## config.mk

```make
export PLATFORM = sky130hd
export DESIGN_NAME = argb8888_premultiplied_blend
export DESIGN_NICKNAME = d
export VERILOG_FILES = /design/src/rtl/apb_pkg.sv /design/src/rtl/apb_div_pipe.sv /design/src/rtl/argb8888_premultiplied_blend.sv
export VERILOG_INCLUDE_DIRS = /design/src /design/src/rtl
export SDC_FILE = /design/constraint.sdc
export NUM_CORES = 2
export LEC_CHECK = 0
export BUFFER_PORTS_ARGS = -buffer_cell sky130_fd_sc_hd__buf_2
export CORE_MARGIN = 10
export CORE_UTILIZATION = 30
export DETAILED_ROUTE_END_ITERATION = 8
export SLEW_MARGIN = 30
export SYNTH_ARGS = -nofsm -noshare
export SYNTH_HDL_FRONTEND = slang
export SYNTH_SLANG_ARGS = --single-unit
```

## constraint.sdc

```tcl
create_clock -name i_clk -period 8 [get_ports i_clk]
set_input_delay 2.4 -clock i_clk [delete_from_list [all_inputs] [get_ports i_clk]]
set_output_delay 2.4 -clock i_clk [all_outputs]
set_load 0.1 [all_outputs]
```

## src/rtl/argb8888_premultiplied_blend_assert.svh

```systemverilog
// Assertion macros shared by the blend RTL.
`ifndef ARGB8888_PREMULTIPLIED_BLEND_ASSERT_SVH
`define ARGB8888_PREMULTIPLIED_BLEND_ASSERT_SVH

// Same-cycle implication, checked out of reset.
`define APB_ASSERT_IMPLY(label, clk, rst_n, ante, cons) \
    label: assert property (@(posedge clk) disable iff (!(rst_n)) (ante) |-> (cons)) \
        else $error("blend pipeline: same-cycle check failed");

// Next-cycle implication, checked out of reset.
`define APB_ASSERT_NEXT(label, clk, rst_n, ante, cons) \
    label: assert property (@(posedge clk) disable iff (!(rst_n)) (ante) |=> (cons)) \
        else $error("blend pipeline: next-cycle check failed");

`endif

```

## src/rtl/apb_pkg.sv

```systemverilog
package apb_pkg;

    // Alpha thresholds: at or above HI counts as opaque, at or below LO as clear.
    localparam logic [7:0] OPA_HI = 8'd253;
    localparam logic [7:0] OPA_LO = 8'd2;
    localparam logic [7:0] OPA_FULL = 8'd255;

    // Configuration register indexes.
    localparam logic [1:0] CFG_SOURCE_KIND = 2'd0;
    localparam logic [1:0] CFG_FILL_COLOR  = 2'd1;
    localparam logic [1:0] CFG_OPACITY     = 2'd2;
    localparam logic [1:0] CFG_MASK_ENABLE = 2'd3;

    localparam int unsigned CFG_DATA_W = 24;

    // Color channels: index 2 red, 1 green, 0 blue.
    typedef logic [2:0][7:0] t_rgb;

    // One lane of the restoring divider.
    typedef struct packed {
        logic [7:0] rem;
        logic [7:0] low;
        logic [7:0] quo;
        logic       sat;
    } t_div_lane;

    typedef struct packed {
        t_div_lane [2:0] lane;
        logic [7:0]      den;
    } t_div_stage;

    // Saturate a 9-bit sum to one byte.
    function automatic logic [7:0] sat8(logic [8:0] v);
        return v[8] ? 8'hFF : v[7:0];
    endfunction

    // One quotient bit of restoring division.
    function automatic t_div_lane div_step(t_div_lane l, logic [7:0] den);
        logic [8:0] t;
        logic [8:0] d;
        t_div_lane  o;
        t = {l.rem, l.low[7]};
        d = {1'b0, den};
        o = l;
        o.low = {l.low[6:0], 1'b0};
        if (t >= d) begin
            o.rem = 8'(t - d);
            o.quo = {l.quo[6:0], 1'b1};
        end else begin
            o.rem = t[7:0];
            o.quo = {l.quo[6:0], 1'b0};
        end
        return o;
    endfunction

endpackage

```

## src/rtl/apb_div_pipe.sv

```systemverilog
module apb_div_pipe (
    input  logic              i_clk,
    input  logic [4:0]        i_en,     // stage load enables, bit 0 is the first stage
    input  apb_pkg::t_rgb     i_color,
    input  logic [7:0]        i_alpha,
    output apb_pkg::t_rgb     o_quot
);

    // Five stages: setup of color*255 and the overflow test, then two bits a stage.
    apb_pkg::t_div_stage r_st [1:5];
    apb_pkg::t_div_stage n_st [1:5];

    always_comb begin
        logic [15:0] num;
        n_st[1].den = i_alpha;
        for (int c = 0; c < 3; c++) begin
            num = {i_color[c], 8'h00} - {8'h00, i_color[c]};
            n_st[1].lane[c].sat = (num >= {i_alpha, 8'h00});
            n_st[1].lane[c].rem = num[15:8];
            n_st[1].lane[c].low = num[7:0];
            n_st[1].lane[c].quo = 8'h00;
        end
    end

    always_ff @(posedge i_clk) begin
        if (i_en[0]) begin
            r_st[1] <= n_st[1];
        end
    end

    for (genvar k = 2; k <= 5; k++) begin : g_step
        always_comb begin
            n_st[k].den = r_st[k-1].den;
            for (int c = 0; c < 3; c++) begin
                n_st[k].lane[c] = apb_pkg::div_step(
                    apb_pkg::div_step(r_st[k-1].lane[c], r_st[k-1].den), r_st[k-1].den);
            end
        end

        always_ff @(posedge i_clk) begin
            if (i_en[k-1]) begin
                r_st[k] <= n_st[k];
            end
        end
    end

    always_comb begin
        for (int c = 0; c < 3; c++) begin
            o_quot[c] = r_st[5].lane[c].sat ? 8'hFF : r_st[5].lane[c].quo;
        end
    end

endmodule

```

## src/rtl/argb8888_premultiplied_blend.sv

```systemverilog
// Channel   Dir  Handshake                      Contents (low bit up)
// s_axis    in   s_axis_tvalid/s_axis_tready    dest_pixel, src_pixel, mask_value
// m_axis    out  m_axis_tvalid/m_axis_tready    result_pixel
// cfg       in   i_cfg_we (no wait)             i_cfg_addr selects, i_cfg_wdata value
//
// One pixel per clock sustained while the output is ready; an input transfer reaches
// output valid through the image-mode divider (five stages) plus two stages of blend math.
// Reset clears the stage valid bits and loads the register defaults (opacity 255).
// Each stage has its own ready, so bubbles collapse and a stalled output only blocks
// once every stage holds a pixel; nothing is dropped or repeated.
`include "argb8888_premultiplied_blend_assert.svh"

module argb8888_premultiplied_blend (
    input  logic        i_clk,
    input  logic        i_rst_n,

    input  logic        i_cfg_we,
    input  logic [1:0]  i_cfg_addr,
    input  logic [apb_pkg::CFG_DATA_W-1:0] i_cfg_wdata,

    input  logic        s_axis_tvalid,
    output logic        s_axis_tready,
    input  logic [71:0] s_axis_tdata,   // [31:0] dest_pixel, [63:32] src_pixel,
                                        // [71:64] mask_value

    output logic        m_axis_tvalid,
    input  logic        m_axis_tready,
    output logic [31:0] m_axis_tdata    // [31:0] result_pixel
);

    typedef enum logic [1:0] {
        SEL_FG,     // foreground wins outright
        SEL_BG,     // foreground too clear, keep destination
        SEL_OPQ,    // opaque destination, additive blend
        SEL_BLEND   // general blend
    } t_mix_sel;

    // Side data that rides alongside the divider.
    typedef struct packed {
        logic [7:0]    fa;
        apb_pkg::t_rgb fc;
        logic [31:0]   dst;
        logic          keep;
    } t_pipe;

    typedef struct packed {
        t_mix_sel      sel;
        logic [7:0]    fa;
        apb_pkg::t_rgb fc;
        apb_pkg::t_rgb fgt;
        apb_pkg::t_rgb bgt;
        logic [7:0]    amul;
        logic [31:0]   dst;
    } t_mix;

    // ------------------------------------------------------------------
    // Configuration registers
    // ------------------------------------------------------------------
    logic        r_kind;
    logic [23:0] r_color;
    logic [7:0]  r_opa;
    logic        r_mask_en;

    always_ff @(posedge i_clk) begin
        if (!i_rst_n) begin
            r_kind    <= 1'b0;
            r_color   <= 24'h000000;
            r_opa     <= apb_pkg::OPA_FULL;
            r_mask_en <= 1'b0;
        end else if (i_cfg_we) begin
            unique case (i_cfg_addr)
                apb_pkg::CFG_SOURCE_KIND: r_kind    <= i_cfg_wdata[0];
                apb_pkg::CFG_FILL_COLOR:  r_color   <= i_cfg_wdata[23:0];
                apb_pkg::CFG_OPACITY:     r_opa     <= i_cfg_wdata[7:0];
                apb_pkg::CFG_MASK_ENABLE: r_mask_en <= i_cfg_wdata[0];
                default: ;
            endcase
        end
    end

    // ------------------------------------------------------------------
    // Stage valids and per-stage load enables
    // ------------------------------------------------------------------
    logic [7:1] r_v;
    logic [8:1] w_en;

    // A stage loads when it is empty or its successor is loading too.
    always_comb begin
        w_en[8] = m_axis_tready;
        for (int k = 7; k >= 1; k--) begin
            w_en[k] = !r_v[k] || w_en[k+1];
        end
    end

    assign s_axis_tready = w_en[1];

    always_ff @(posedge i_clk) begin
        if (!i_rst_n) begin
            r_v <= '0;
        end else begin
            if (w_en[1]) begin
                r_v[1] <= s_axis_tvalid;
            end
            for (int k = 2; k <= 7; k++) begin
                if (w_en[k]) begin
                    r_v[k] <= r_v[k-1];
                end
            end
        end
    end

    // ------------------------------------------------------------------
    // Stage 1: foreground alpha, fill premultiply by opacity
    // ------------------------------------------------------------------
    logic [31:0]   w_dst;
    logic [31:0]   w_src;
    logic [7:0]    w_mask;
    apb_pkg::t_rgb w_src_rgb;
    t_pipe         n_p1;

    assign w_dst     = s_axis_tdata[31:0];
    assign w_src     = s_axis_tdata[63:32];
    assign w_mask    = s_axis_tdata[71:64];
    assign w_src_rgb = w_src[23:0];

    always_comb begin
        logic        opa_hi;
        logic [7:0]  op;
        logic [15:0] img_prod;
        logic [15:0] msk_prod;
        logic [15:0] col_prod;
        logic [7:0]  mask_alpha;
        logic        opaque_fill;

        col_prod    = '0;
        opa_hi      = (r_opa >= apb_pkg::OPA_HI);
        opaque_fill = !r_mask_en && opa_hi;
        op          = r_mask_en ? w_mask : r_opa;
        img_prod    = w_src[31:24] * op;
        msk_prod    = w_mask * r_opa;
        mask_alpha  = opa_hi ? w_mask : msk_prod[15:8];

        n_p1.dst  = w_dst;
        n_p1.keep = (w_src[31:24] == 8'h00);
        if (r_kind) begin
            // Scale source alpha by mask, or by opacity when it is not near full.
            n_p1.fa = (r_mask_en || !opa_hi) ? img_prod[15:8] : w_src[31:24];
            n_p1.fc = w_src_rgb;
        end else begin
            if (r_mask_en) begin
                n_p1.fa = mask_alpha;
            end else begin
                n_p1.fa = opa_hi ? apb_pkg::OPA_FULL : r_opa;
            end
            // Opaque fill takes the color as is; mixing then passes it through.
            for (int c = 0; c < 3; c++) begin
                col_prod   = r_color[c*8 +: 8] * r_opa;
                n_p1.fc[c] = opaque_fill ? r_color[c*8 +: 8] : col_prod[15:8];
            end
        end
    end

    // ------------------------------------------------------------------
    // Stages 2..5: second fill premultiply (masked fill), divider runs alongside
    // ------------------------------------------------------------------
    t_pipe r_p [1:5];
    t_pipe n_p2;

    always_comb begin
        logic [15:0] prod;
        prod = '0;
        n_p2 = r_p[1];
        if (!r_kind && r_mask_en) begin
            for (int c = 0; c < 3; c++) begin
                prod       = r_p[1].fc[c] * r_p[1].fa;
                n_p2.fc[c] = prod[15:8];
            end
        end
    end

    always_ff @(posedge i_clk) begin
        if (w_en[1]) begin
            r_p[1] <= n_p1;
        end
        if (w_en[2]) begin
            r_p[2] <= n_p2;
        end
        for (int k = 3; k <= 5; k++) begin
            if (w_en[k]) begin
                r_p[k] <= r_p[k-1];
            end
        end
    end

    apb_pkg::t_rgb w_quot;

    apb_div_pipe u_div (
        .i_clk   (i_clk),
        .i_en    (w_en[5:1]),
        .i_color (w_src_rgb),
        .i_alpha (w_src[31:24]),
        .o_quot  (w_quot)
    );

    // ------------------------------------------------------------------
    // Stage 6: mix case and products
    // ------------------------------------------------------------------
    t_mix r_m6;
    t_mix n_m6;

    always_comb begin
        apb_pkg::t_rgb fc;
        logic [7:0]    fa;
        logic [7:0]    ba;
        logic          b_full;
        logic [7:0]    inv;
        logic [7:0]    aop;
        logic [15:0]   bprod;
        logic [15:0]   fprod;
        logic [15:0]   aprod;

        // Un-premultiplied color in image mode, except a clear source keeps its own.
        fc     = (r_kind && !r_p[5].keep) ? w_quot : r_p[5].fc;
        fa     = r_p[5].fa;
        ba     = r_p[5].dst[31:24];
        b_full = (ba == apb_pkg::OPA_FULL);
        inv    = b_full ? 8'(apb_pkg::OPA_HI - fa) : 8'(apb_pkg::OPA_FULL - fa);
        aop    = b_full ? ba : 8'(apb_pkg::OPA_FULL - ba);
        aprod  = inv * aop;

        if (fa >= apb_pkg::OPA_HI || ba <= apb_pkg::OPA_LO) begin
            n_m6.sel = SEL_FG;
        end else if (fa <= apb_pkg::OPA_LO) begin
            n_m6.sel = SEL_BG;
        end else if (b_full) begin
            n_m6.sel = SEL_OPQ;
        end else begin
            n_m6.sel = SEL_BLEND;
        end

        for (int c = 0; c < 3; c++) begin
            bprod       = r_p[5].dst[c*8 +: 8] * inv;
            fprod       = fc[c] * fa;
            n_m6.bgt[c] = bprod[15:8];
            n_m6.fgt[c] = b_full ? fc[c] : fprod[15:8];
        end

        n_m6.fa   = fa;
        n_m6.fc   = fc;
        n_m6.amul = aprod[15:8];
        n_m6.dst  = r_p[5].dst;
    end

    always_ff @(posedge i_clk) begin
        if (w_en[6]) begin
            r_m6 <= n_m6;
        end
    end

    // ------------------------------------------------------------------
    // Stage 7: saturating sums and final select into the output register
    // ------------------------------------------------------------------
    logic [31:0] r_out;
    logic [31:0] n_out;

    always_comb begin
        apb_pkg::t_rgb sum;
        for (int c = 0; c < 3; c++) begin
            sum[c] = apb_pkg::sat8({1'b0, r_m6.fgt[c]} + {1'b0, r_m6.bgt[c]});
        end
        case (r_m6.sel)
            SEL_FG:  n_out = {r_m6.fa, r_m6.fc};
            SEL_BG:  n_out = r_m6.dst;
            SEL_OPQ: n_out = {apb_pkg::sat8({1'b0, r_m6.fa} + {1'b0, r_m6.amul}), sum};
            default: n_out = {8'(apb_pkg::OPA_FULL - r_m6.amul), sum};
        endcase
    end

    always_ff @(posedge i_clk) begin
        if (w_en[7]) begin
            r_out <= n_out;
        end
    end

    assign m_axis_tvalid = r_v[7];
    assign m_axis_tdata  = r_out;

    // ------------------------------------------------------------------
    // Assertions
    // ------------------------------------------------------------------
    // Input back-pressure only when every stage is occupied and the output is blocked.
    `APB_ASSERT_IMPLY(a_full_stall_blocks, i_clk, i_rst_n, (&r_v) && !m_axis_tready, !s_axis_tready)
    // An empty first stage always takes a transfer.
    `APB_ASSERT_IMPLY(a_empty_accepts, i_clk, i_rst_n, !r_v[1], s_axis_tready)
    // A held pixel in front of a blocked stage is not lost.
    `APB_ASSERT_NEXT(a_hold_stage6, i_clk, i_rst_n, r_v[6] && !w_en[7], r_v[6])

endmodule

```

==> insert_results.sql <==
INSERT INTO impl_metrics (metric_group, metric, value, unit) VALUES
('power', 'leakagePower', '0.0339', 'uW'),
('placed_design', 'place.detailed.instances', '9370', ''),
('clock_network', 'cts.repair.resized', '0', ''),
('worst_setup_path', 'worstSetupPathType', 'in -> out', ''),
('floorplan', 'start_util', '30.2', '%'),
('finish', 'nNetsFinal', '7890', ''),
('placed_design', 'portBuffers', '136', ''),
('synth', 'yosys_register_bits', '783', ''),
('sta', 'min_tclk_post_route', '6.94', 'ns'),
('clock_network', 'clk_path_buf_depth', '3', ''),
('grt', 'grt_start_max_net_pins', '125', ''),
('sta', 'setup_ws', '1.06', 'ns'),
('power', 'p_total', '25600', 'uW'),
('synth', 'synth_edf_count', '742', ''),
('clock_network', 'cts-buffers-inserted', '89', ''),
('sta', 'finalCritPeriodShare', '86.8', '%'),
('sta', 'unrepaired_setup_endpoints_after_global_routing', 'no', ''),
('synth', 'netlist.top_cell.by_area', 'sky130_fd_sc_hd__edfxtp_1', ''),
('clock_network', 'path_clk_slew', '0.06', 'ns'),
('clock_network', 'clk-insertion-delay-late', '0.72', 'ns'),
('run_status', 'run_status', 'completed', ''),
('clock_network', 'tritoncts', 'done', ''),
('worst_setup_path', 'required', '5.60', 'ns'),
('synth', 'ys.flop_type', 'sky130_fd_sc_hd__edfxtp_1', ''),
('clock_network', 'cts_post_setup_buffers_inserted', '0', ''),
('grt', 'grt_antenna_before_repair', '22', ''),
('sta', 'timing.max_slew.rel_slack', '34.6', '%'),
('power', 'power_per_cell_area', '345', 'nW/um2'),
('synth', 'post_synth_inst_count', '6419', ''),
('placed_design', 'dp_hpwl', '126000', 'um'),
('floorplan', 'core_region_area', '223000', 'um2'),
('sta', 'final_worst_hold_slack', '0.402', 'ns'),
('sta', 'worst_pin_slew', '0.976', 'ns'),
('synth', 'post_synthesis_compound_gate_area_fraction', '8.97', '%'),
('route', 'dr_total_vias', '45800', ''),
('route', 'number_of_design_rule_violations_left_after_detail_routing', '0', ''),
('clock_network', 'post_cts_hold_buffer_count', '0', ''),
('sta', 'report.final.hold_viol_count', '0', ''),
('floorplan', 'placement_rows', '173', ''),
('synth', 'mappedNetlistArea', '67200', 'um2'),
('route', 'avgViaCountPerCell', '4.80', ''),
('worst_setup_path', 'worst_setup_path_end_kind', 'primary output', ''),
('synth', 'synth.distinct_cells', '96', ''),
('sta', 'finClkSkew', '0.0187', 'ns'),
('synth', 'synthesis.area_per_instance', '10.5', 'um2'),
('route', 'final_antenna_net_count', '0', ''),
('route', 'post_drt_wl_per_cell', '17.4', 'um'),
('clock_network', 'clock-root-buffer', 'sky130_fd_sc_hd__clkbuf_16', ''),
('worst_setup_path', 'worstPathMaxFanout', '23', ''),
('route', 'route.final.wire_length', '166000', 'um'),
('grt', 'grt_pass1_vias', '47900', ''),
('floorplan', 'dieHeight', '493', 'um'),
('synth', 'ys_async_sr_fraction', '0', '%'),
('placed_design', 'pre_cts_setup_slack', '0.851', 'ns'),
('synth', 'synth.yosys.warnings', '0', ''),
('synth', 'dominant_combinational_cell_family_by_area_after_synthesis', 'adder cells', ''),
('finish', 'fill_cells', '22500', ''),
('sta', 'setup_viol', '0', ''),
('floorplan', 'die-width', '493', 'um'),
('sta', 'final_max_slew_viol_count', '0', ''),
('worst_setup_path', 'critPathArrivalTime', '4.54', 'ns'),
('route', 'drt_iter0_drc', '2801', ''),
('finish', 'post_route_cells_drive_above_1_share', '8.45', '%'),
('synth', 'fraction_of_the_mapped_netlist_area_in_adder_cells', '30.3', '%'),
('route', 'drt_first_pass_iters', '5', ''),
('grt', 'grt-ovfl-total', '0', ''),
('synth', 'post_synth_mux_area_share', '2.93', '%'),
('synth', 'yosys-top-cells-area', 'sky130_fd_sc_hd__edfxtp_1 33%, sky130_fd_sc_hd__fa_1 16%, sky130_fd_sc_hd__ha_1 14%', ''),
('grt', 'grt_use_total', '13.5', '%'),
('synth', 'syn-num-nets', '7821', ''),
('worst_setup_path', 'worstSetupStartpointType', 'input pin', '');
[flip-flops by register name (all words and copies together), names as in the netlist]
| signal | count |
|---|---|
| r_p | 325 |
| u_div.r_st | 263 |
| r_m6 | 122 |
| m_axis_tdata | 32 |
| r_color | 24 |
| r_opa | 8 |
| r_v | 7 |
| r_kind | 1 |
| r_mask_en | 1 |
[cells in the final DEF (no fill, tap or decap), types with 47 or more instances in the layout]
master and count:
sky130_fd_sc_hd__nor2b_1 80, sky130_fd_sc_hd__clkbuf_16 90, sky130_fd_sc_hd__a21o_1 66, sky130_fd_sc_hd__nand3_1 78, sky130_fd_sc_hd__fa_1 550, sky130_fd_sc_hd__o21ai_0 197, sky130_fd_sc_hd__xor2_1 86, sky130_fd_sc_hd__buf_4 72
sky130_fd_sc_hd__a21oi_1 248, sky130_fd_sc_hd__inv_1 907, sky130_fd_sc_hd__buf_2 136, sky130_fd_sc_hd__xnor2_1 149, sky130_fd_sc_hd__edfxtp_1 742, sky130_fd_sc_hd__nand2_1 687, sky130_fd_sc_hd__nand4_1 47, sky130_fd_sc_hd__and2_1 449
sky130_fd_sc_hd__mux2i_1 75, sky130_fd_sc_hd__ha_1 749, sky130_fd_sc_hd__nor2_1 249, sky130_fd_sc_hd__nor3_1 86, sky130_fd_sc_hd__mux2_2 94
[stage by stage]
stage	cell area [um2]	util [%]
2_1_floorplan	67200	-
3_3_place_gp	71300	32.0
3_5_place_dp	71300	32.0
4_1_cts	74300	33.4
5_1_grt	74400	33.4
6_report	74400	33.4
[report_power, final]
part / leakage, uW / total (uW) / switching, uW / internal (uW)
logic: 0.0241 / 15000 / 8620 / 6420
clock network: 0.00146 / 4220 / 1780 / 2440
registers: 0.00832 / 6390 / 561 / 5830
[cell type report]
cell class	count	area, um2	area share, %
sequential	783	23100	31.1
timing repair buffer	212	1290	1.73
clock inverter	61	703	0.945
multi-input combinational	4491	39800	53.5
tap	2975	3720	5.01
clock buffer	101	2310	3.11
antenna	7	17.5	0.0236
inverter	911	3430	4.61
[routing by layer]
layer	up-vias	track usage (%)	wire length [um]
met1	22600	17.6	73800
met5	-	0	141
met4	20	4.65	5760
li1	21800	-	-
met3	297	2.42	8940
met2	1071	22.5	77100
[worst max-delay path, stage by stage]
cell and delay (ns):
sky130_fd_sc_hd__buf_2 0.10, sky130_fd_sc_hd__nor2b_1 0.34, sky130_fd_sc_hd__and3_1 0.30, sky130_fd_sc_hd__and2_1 0.34, sky130_fd_sc_hd__and3_1 0.45, sky130_fd_sc_hd__nand2_8 0.23
sky130_fd_sc_hd__buf_2 0.37
[cell usage after synthesis (28+ instances only)]
library cell and number:
sky130_fd_sc_hd__a211oi_1 39, sky130_fd_sc_hd__a21boi_0 32, sky130_fd_sc_hd__a21o_1 66, sky130_fd_sc_hd__a21oi_1 248, sky130_fd_sc_hd__and2_1 449, sky130_fd_sc_hd__clkbuf_1 186
sky130_fd_sc_hd__dfxtp_1 41, sky130_fd_sc_hd__edfxtp_1 742, sky130_fd_sc_hd__fa_1 550, sky130_fd_sc_hd__ha_1 749, sky130_fd_sc_hd__inv_1 910, sky130_fd_sc_hd__mux2_2 94
sky130_fd_sc_hd__mux2i_1 75, sky130_fd_sc_hd__nand2_1 691, sky130_fd_sc_hd__nand3_1 78, sky130_fd_sc_hd__nand4_1 47, sky130_fd_sc_hd__nor2_1 250, sky130_fd_sc_hd__nor2b_1 80
sky130_fd_sc_hd__nor3_1 86, sky130_fd_sc_hd__o21a_1 47, sky130_fd_sc_hd__o21ai_0 197, sky130_fd_sc_hd__o21ai_1 37, sky130_fd_sc_hd__o21bai_1 42, sky130_fd_sc_hd__or3_1 28
sky130_fd_sc_hd__xnor2_1 152, sky130_fd_sc_hd__xor2_1 86
[cells by family (layout without fill, tap and decap cells)]
logic type               count (synthesis)  after routing
AND/OR/NAND/NOR                       1862           1862
buffers and inverters                 1145           1285
flip-flops                             783            783
other                                    0              7
XOR/XNOR                               238            238
adder cells (fa/ha/maj)               1299           1299
AO/OA/AOI/OAI                          911            911
multiplexers                           181            181
[worst paths after layout]
kind / slack [ns] / endpoint / startpoint / cells past startpoint
setup / recovery: 1.06 / s_axis_tready / m_axis_tready / 7
hold reg to reg: 0.40 / u_div.r_st[0][370] / u_div.r_st[0][285] / 0
setup reg to reg: 1.30 / r_m6[55] / r_p[0][354] / 24
hold / removal: 0.40 / u_div.r_st[0][370] / u_div.r_st[0][285] / 0
Note: power is estimated with default switching activity, not from simulation.
